<file path="config.mk">
export PLATFORM = sky130hd
export DESIGN_NAME = drive_position_pid_flat
export DESIGN_NICKNAME = d
export VERILOG_FILES = /design/src/hdl/dpp_pkg.sv /design/src/hdl/dpp_if.sv /design/src/hdl/drive_position_pid.sv /design/src/flat_wrapper.sv
export SDC_FILE = /design/constraint.sdc
export NUM_CORES = 2
export LEC_CHECK = 0
export ABC_AREA = 1
export BUFFER_PORTS_ARGS = -buffer_cell sky130_fd_sc_hd__buf_2
export CORE_MARGIN = 2
export CORE_UTILIZATION = 30
export DETAILED_ROUTE_END_ITERATION = 10
export SLEW_MARGIN = 30
export SYNTH_ARGS = -nofsm -noshare
export SYNTH_HDL_FRONTEND = slang
export SYNTH_SLANG_ARGS = --single-unit
</file>
<file path="constraint.sdc">
create_clock -name clk -period 6.11 [get_ports clk]
set_input_delay 1.222 -clock clk [delete_from_list [all_inputs] [get_ports clk]]
set_output_delay 1.222 -clock clk [all_outputs]
set_load 0.03 [all_outputs]
</file>
<file path="src/hdl/dpp_pkg.sv">
package dpp_pkg;

  localparam int unsigned DATA_W    = 16;
  localparam int unsigned LIMIT_W   = 15;
  localparam int unsigned SUM_W     = 24;
  localparam int unsigned TICK_W    = 10;
  localparam int unsigned BAND_W    = 8;
  localparam int unsigned CFG_IDX_W = 3;

  localparam logic [TICK_W-1:0] TIMEOUT_TICKS = 10'd650;

  localparam logic [LIMIT_W-1:0] ZONE_RESET  = 15'd2560;
  localparam logic [LIMIT_W-1:0] LIMIT_RESET = 15'd3072;
  localparam logic [LIMIT_W-1:0] BAND_RESET  = 15'd256;

  typedef enum logic [CFG_IDX_W-1:0] {
    REG_GAIN_P       = 3'd0,
    REG_GAIN_I       = 3'd1,
    REG_GAIN_D       = 3'd2,
    REG_TARGET       = 3'd3,
    REG_INTEG_ZONE   = 3'd4,
    REG_OUTPUT_LIMIT = 3'd5,
    REG_SETTLE_BAND  = 3'd6,
    REG_SETTLE_TICKS = 3'd7
  } cfg_reg_t;

endpackage

</file>
<file path="src/hdl/dpp_if.sv">
interface dpp_tick_if;
  logic                                valid;
  logic                                ready;
  logic                                start_req;
  logic signed [dpp_pkg::DATA_W-1:0]   position;

  modport source (output valid, start_req, position, input ready);
  modport sink   (input valid, start_req, position, output ready);
endinterface

interface dpp_result_if;
  logic                                valid;
  logic                                ready;
  logic signed [dpp_pkg::DATA_W-1:0]   drive;
  logic signed [dpp_pkg::DATA_W-1:0]   error_now;
  logic                                settled;
  logic                                timed_out;

  modport source (output valid, drive, error_now, settled, timed_out, input ready);
  modport sink   (input valid, drive, error_now, settled, timed_out, output ready);
endinterface

</file>
<file path="src/hdl/drive_position_pid.sv">
// Position PID loop with integral zone and settle detection. One control tick
// is taken per clock unless the pipeline is backed up; its result passes the
// registered stages error/state update, gain multiplies, and sum and clamp
// before it is offered. A stalled result side backs up the three-stage
// pipeline before the tick side stops. Loop state (integral, last error, band
// and tick counts) updates at the tick's transfer, so back-to-back ticks see
// each other's state. Configuration is taken through cfg_we/cfg_index/cfg_data
// and should only change while idle.
module drive_position_pid (
  input  logic                                 clk,
  input  logic                                 rst,
  input  logic                                 cfg_we,
  input  logic [dpp_pkg::CFG_IDX_W-1:0]        cfg_index,
  input  logic [dpp_pkg::DATA_W-1:0]           cfg_data,
  dpp_tick_if.sink                             tick,
  dpp_result_if.source                         result
);

  // configuration
  logic [15:0]        gain_p, gain_i, gain_d;
  logic signed [15:0] target_position;
  logic [14:0]        integral_zone, output_limit, settle_band;
  logic [7:0]         settle_ticks;

  always_ff @(posedge clk) begin
    if (rst) begin
      gain_p          <= '0;
      gain_i          <= '0;
      gain_d          <= '0;
      target_position <= '0;
      integral_zone   <= dpp_pkg::ZONE_RESET;
      output_limit    <= dpp_pkg::LIMIT_RESET;
      settle_band     <= dpp_pkg::BAND_RESET;
      settle_ticks    <= '0;
    end else if (cfg_we) begin
      unique case (cfg_index)
        dpp_pkg::REG_GAIN_P:       gain_p          <= cfg_data;
        dpp_pkg::REG_GAIN_I:       gain_i          <= cfg_data;
        dpp_pkg::REG_GAIN_D:       gain_d          <= cfg_data;
        dpp_pkg::REG_TARGET:       target_position <= $signed(cfg_data);
        dpp_pkg::REG_INTEG_ZONE:   integral_zone   <= cfg_data[14:0];
        dpp_pkg::REG_OUTPUT_LIMIT: output_limit    <= cfg_data[14:0];
        dpp_pkg::REG_SETTLE_BAND:  settle_band     <= cfg_data[14:0];
        default:                   settle_ticks    <= cfg_data[7:0];
      endcase
    end
  end

  // pipeline flow control
  logic st1_valid, st2_valid, out_valid;
  logic out_free, st2_free, st1_free, tick_xfer;

  assign out_free  = !out_valid || result.ready;
  assign st2_free  = !st2_valid || out_free;
  assign st1_free  = !st1_valid || st2_free;
  assign tick.ready = st1_free;
  assign tick_xfer = tick.valid && tick.ready;

  // loop state
  logic signed [15:0] last_error;
  logic signed [23:0] error_sum;
  logic [7:0]         band_count;
  logic [9:0]         tick_count;

  logic signed [16:0] diff, deriv;
  logic signed [15:0] err;
  logic [16:0]        err_neg;
  logic [15:0]        mag;
  logic signed [23:0] sum_base, error_sum_next;
  logic signed [24:0] sum_add;
  logic [7:0]         band_base, band_count_next;
  logic [9:0]         tick_base, tick_count_next;
  logic               timed_next, settled_next;

  always_comb begin
    diff = {target_position[15], target_position} - {tick.position[15], tick.position};
    if (diff[16] != diff[15]) begin
      err = diff[16] ? 16'sh8000 : 16'sh7FFF;
    end else begin
      err = diff[15:0];
    end
    deriv   = {err[15], err} - {last_error[15], last_error};
    err_neg = 17'd0 - {err[15], err};
    mag     = err[15] ? err_neg[15:0] : err;

    sum_base  = tick.start_req ? '0 : error_sum;
    band_base = tick.start_req ? '0 : band_count;
    tick_base = tick.start_req ? '0 : tick_count;

    sum_add = {sum_base[23], sum_base} + {{9{err[15]}}, err};
    if (mag >= {1'b0, integral_zone}) begin
      error_sum_next = '0;
    end else if (sum_add[24] != sum_add[23]) begin
      error_sum_next = sum_add[24] ? 24'sh800000 : 24'sh7FFFFF;
    end else begin
      error_sum_next = sum_add[23:0];
    end

    tick_count_next = (tick_base == '1) ? tick_base : tick_base + 10'd1;
    if (mag < {1'b0, settle_band}) begin
      band_count_next = (band_base == '1) ? band_base : band_base + 8'd1;
    end else begin
      band_count_next = '0;
    end

    timed_next   = tick_count_next >= dpp_pkg::TIMEOUT_TICKS;
    settled_next = (band_count_next > settle_ticks) || timed_next;
  end

  always_ff @(posedge clk) begin
    if (rst) begin
      last_error <= '0;
      error_sum  <= '0;
      band_count <= '0;
      tick_count <= '0;
    end else if (tick_xfer) begin
      last_error <= err;
      error_sum  <= error_sum_next;
      band_count <= band_count_next;
      tick_count <= tick_count_next;
    end
  end

  // stage 1: error terms and flags
  logic signed [15:0] st1_err;
  logic signed [16:0] st1_deriv;
  logic signed [23:0] st1_sum;
  logic               st1_settled, st1_timed;

  always_ff @(posedge clk) begin
    if (rst) begin
      st1_valid <= 1'b0;
    end else if (st1_free) begin
      st1_valid <= tick.valid;
    end
    if (tick_xfer) begin
      st1_err     <= err;
      st1_deriv   <= deriv;
      st1_sum     <= error_sum_next;
      st1_settled <= settled_next;
      st1_timed   <= timed_next;
    end
  end

  // stage 2: gain products
  logic signed [32:0] prod_p, st2_prod_p;
  logic signed [40:0] prod_i, st2_prod_i;
  logic signed [33:0] prod_d, st2_prod_d;
  logic signed [15:0] st2_err;
  logic               st2_settled, st2_timed;

  assign prod_p = st1_err   * $signed({1'b0, gain_p});
  assign prod_i = st1_sum   * $signed({1'b0, gain_i});
  assign prod_d = st1_deriv * $signed({1'b0, gain_d});

  always_ff @(posedge clk) begin
    if (rst) begin
      st2_valid <= 1'b0;
    end else if (st2_free) begin
      st2_valid <= st1_valid;
    end
    if (st2_free && st1_valid) begin
      st2_prod_p  <= prod_p;
      st2_prod_i  <= prod_i;
      st2_prod_d  <= prod_d;
      st2_err     <= st1_err;
      st2_settled <= st1_settled;
      st2_timed   <= st1_timed;
    end
  end

  // stage 3: sum, floor divide by 256, clamp
  logic signed [42:0] acc, acc_shr, lim_pos, lim_neg;
  logic signed [15:0] drive_next;

  always_comb begin
    acc     = 43'(st2_prod_p) + 43'(st2_prod_i) + 43'(st2_prod_d);
    acc_shr = acc >>> 8;
    lim_pos = $signed({28'd0, output_limit});
    lim_neg = -lim_pos;
    if (acc_shr > lim_pos) begin
      drive_next = lim_pos[15:0];
    end else if (acc_shr < lim_neg) begin
      drive_next = lim_neg[15:0];
    end else begin
      drive_next = acc_shr[15:0];
    end
  end

  logic signed [15:0] out_drive, out_err;
  logic               out_settled, out_timed;

  always_ff @(posedge clk) begin
    if (rst) begin
      out_valid <= 1'b0;
    end else if (out_free) begin
      out_valid <= st2_valid;
    end
    if (out_free && st2_valid) begin
      out_drive   <= drive_next;
      out_err     <= st2_err;
      out_settled <= st2_settled;
      out_timed   <= st2_timed;
    end
  end

  assign result.valid     = out_valid;
  assign result.drive     = out_drive;
  assign result.error_now = out_err;
  assign result.settled   = out_settled;
  assign result.timed_out = out_timed;

endmodule

</file>
<file path="src/flat_wrapper.sv">
// flat-port wrapper written by rule: the top's interface ports become plain ports
module drive_position_pid_flat 
  (clk, rst, cfg_we, cfg_index, cfg_data, tick_valid, tick_start_req, tick_position, tick_ready, result_valid, result_drive, result_error_now, result_settled, result_timed_out, result_ready);
  dpp_tick_if tick_i ();
  dpp_result_if result_i ();
  input  logic clk;
  input  logic rst;
  input  logic cfg_we;
  input  logic [dpp_pkg::CFG_IDX_W-1:0] cfg_index;
  input  logic [dpp_pkg::DATA_W-1:0] cfg_data;
  input wire logic [$bits(tick_i.valid)-1:0] tick_valid;
  input wire logic [$bits(tick_i.start_req)-1:0] tick_start_req;
  input wire logic [$bits(tick_i.position)-1:0] tick_position;
  output wire logic [$bits(tick_i.ready)-1:0] tick_ready;
  output wire logic [$bits(result_i.valid)-1:0] result_valid;
  output wire logic [$bits(result_i.drive)-1:0] result_drive;
  output wire logic [$bits(result_i.error_now)-1:0] result_error_now;
  output wire logic [$bits(result_i.settled)-1:0] result_settled;
  output wire logic [$bits(result_i.timed_out)-1:0] result_timed_out;
  input wire logic [$bits(result_i.ready)-1:0] result_ready;
  assign tick_i.valid = tick_valid;
  assign tick_i.start_req = tick_start_req;
  assign tick_i.position = tick_position;
  assign tick_ready = tick_i.ready;
  assign result_valid = result_i.valid;
  assign result_drive = result_i.drive;
  assign result_error_now = result_i.error_now;
  assign result_settled = result_i.settled;
  assign result_timed_out = result_i.timed_out;
  assign result_i.ready = result_ready;
  drive_position_pid u_core (.clk(clk), .rst(rst), .cfg_we(cfg_we), .cfg_index(cfg_index), .cfg_data(cfg_data), .tick(tick_i), .result(result_i));
endmodule
</file>
==> out/results.ini <==
[clocking]
clk_latency_ns=0.65
cts_tree=done
cts_made_buffers=48
clk_path_buf_depth=3
htree_levels=2
cts_hold_buf=0
cts.sinks=397
cts-root-buf=clkbuf_16
cts.clk_slew.worst_paths_ns=0.07

[setup_path]
startpoint=u_core.st1_deriv[16]
critPathMaxStageDelay_ns=0.57
worstPathRequired_ns=6.48
cp-end-kind=flip-flop
startpoint_type=flip-flop
r2r_cells=23
rr_endpoint=u_core.st2_prod_d[32]
crit_path_end=u_core.st2_prod_d[32]
r2r_start=u_core.st1_deriv[16]
crit_fanout=5
cp_cell_sequence=buf_6, buf_6, nand2_2, inv_2, fa_2, fa_1, buf_4, fa_1, inv_1, fa_1, fa_1, fa_1, inv_2, ha_4, nand2_2, nor4_4, nand3_2, nand3_2, nand2_1, o211ai_1, nand3_1, o211ai_1, xor2_2
arrival_ns=6.60
critPathMostFrequentCell=fa_1
crit_path_top_delay_cell=fa_1
r2r_setup_slack_ns=-0.13
crit_type=flip-flop to flip-flop

[synthesis]
synthTopCellsByArea=fa_1 31%, inv_1 12%, edfxtp_1 12%
synth_ff_type=edfxtp_1
synth_fp_nets=8378
synth_largest_area_cell=fa_1
synth.distinct_cells=56
syn_inst=6939
synth_seq_cells=397
synth_warnings=0
syn_area_per_cell_um2=8.19
synth_top_area_share=0.315
yosysSeqAreaShare=0.178
synth.cell_area_mm2=0.0568
synth-edff-count=219
synth.most_common_cell=inv_1
async_flop_share=0
ys_top_cells_by_count=1,753 x inv_1, 1,403 x nand2_1, 893 x fa_1

[place]
gp_congestion=0.936
io_buffers=76
place_area_mm2=0.0645
dpl.hpwl_um=136000

[floorplanning]
io_pins=77
initial_utilization=0.302
die_area_mm2=0.193
placementRows=159
fp.dieW_um=439
core-area_mm2=0.188
die_h_um=439

[power_and_ir_drop]
vdd_ir_drop_max_mv=0.286
p_total_mw=21.0
p_per_area_mw_per_mm2=306
cellLeakagePower_nw=34.9

[timing]
setup_tns_ns=-0.126
worst_slew_pin_slew_ns=0.932
period_share=1.02
setup_ws_ns=-0.126
min_period_ns=6.24
fmax_mhz=160
drv_slew=0
setup_viol=1
finalClockSkew_ns=0.0373
whs_ns=0.408
rsz0062_at_grt=yes
relSlewSlack=0.376
final_hold_viol_count=0

[global_routing]
grt.overflow.total=0
grt_pass1_vias=48100
grt_max_degree=87
antenna_found_initial=15
grt_pass1_wl_um=263000
grt.total_usage=0.172

[finish]
final_nets=8929
finish.utilization=0.365
drive_gt1_frac=0.171
area_growth_pct=20.7
fin_area_mm2=0.0686

[job]
maxCapViolCount=0

[worst_hold_path]
min_from=u_core.st2_err[3]
hp-class=flip-flop to flip-flop
hold_path_depth=0

[routing]
drc_errors=0
wl_um=165000
firstDrtPassIters=6
wl_per_cell_um=16.5
drt_iter0_markers=2956
via_per_inst=4.59
drtAntennaViolNets=0
route.vias.total=46000

[status]
status=complete, but fails checks
violations=setup timing

[cells by family (layout without fill, tap and decap cells)]
logic type,count (synthesis),in the layout,share of synthesized area
flip-flops,397,397,0.178
adder cells (fa/ha/maj),1398,1398,0.426
other,0,6,0
AND/OR/NAND/NOR,2100,2100,0.151
AO/OA/AOI/OAI,784,784,0.0768
XOR/XNOR,206,207,0.0317
buffers and inverters,2054,2643,0.137
[layout by cell type (no fill, tap or decap), drive strengths merged, types with 3 or more instances in the layout]
master,count
nand3b,6
a211oi,10
o31ai,6
ha,505
clkinv,20
diode,6
xnor2,77
buf,788
inv,1760
o211ai,15
xor2,130
nand4,30
o221ai,9
nand3,157
edfxtp,219
nor3,32
o21ai,290
o21bai,13
a2111oi,3
a21oi,352
bufinv,4
dfxtp,178
a21boi,7
a21o,15
nor2,391
a31oi,31
o21a,17
clkbuf,65
nor4,17
or2,20
clkinvlp,6
nand2,1445
o2111ai,6
fa,893
[per-layer routing]
| metal | share of wire | track usage | up-vias |
|---|---|---|---|
| met5 | 0 | 0 | - |
| met2 | 0.47 | 0.289 | 1273 |
| met4 | 0.030 | 0.0491 | 0 |
| met1 | 0.43 | 0.227 | 22500 |
| met3 | 0.066 | 0.0275 | 231 |
| li1 | - | - | 22000 |
[per-stage QoR]
stage	setup WS, ns	std cells
final	-0.126	10000
after global routing	-0.286	10000
after CTS	-0.118	9960
after detailed placement	-0.744	9851
after global placement	-0.662	9851
after floorplan	-0.00678	6939
[worst min path at each step]
| stage | to | slack [ns] |
|---|---|---|
| floorplan | u_core.result.error_now[0] | 0.40 |
| global placement | u_core.result.error_now[3] | 0.40 |
| detailed placement | u_core.result.error_now[7] | 0.40 |
| CTS | u_core.result.error_now[3] | 0.41 |
| global route | u_core.result.error_now[7] | 0.43 |
| finish | u_core.result.error_now[3] | 0.41 |
[where the power goes]
part,switching [mW],internal (mW)
clock network,1.29,1.74
registers,0.325,3.47
logic,8.40,5.76
total,10.0,11.0
[cell type report]
cell class	instances	area, um^2
clock inverters	26	280
diodes	6	15.0
repair buffers	790	6600
clock buffers	63	1350
multi-input cells	4489	40400
inverters	1763	6630
flip-flops and latches	397	10200
repair inverters	1	5.00
well taps	2495	3120
fillers	19100	119000
[timing repair]
action,CTS,global route
cloned,0,5
resized for setup,101,317
endpoints found under the hold margin,0,0
buffers inserted,22,61
pin swaps,60,167
endpoints found under the setup margin,23,109
[state kept, by name, summed over array words and instances (netlist names), 10 cells and up]
name and flops:
u_core.tick_count 10, u_core.st1_deriv 17, u_core.gain_d 16, u_core.gain_i 16
u_core.st2_err 16, u_core.st1_sum 24, u_core.st1_err 16, u_core.last_error 16
u_core.gain_p 16, u_core.st2_prod_p 33, u_core.result.drive 16, u_core.st2_prod_d 34
u_core.settle_band 15, u_core.error_sum 24, u_core.target_position 16, u_core.result.error_now 16
u_core.output_limit 15, u_core.st2_prod_i 41, u_core.integral_zone 15
[worst max-delay path, delay by kind of cell, from the launching register on]
family | cells | cell delay, ns
fa+ha+maj | 7 | 3.32
simple gates | 7 | 0.78
buf+inv | 6 | 0.61
flops | 1 | 0.53
xor+xnor | 1 | 0.42
compound gates | 2 | 0.29
Note: power is estimated with default switching activity, not from simulation.
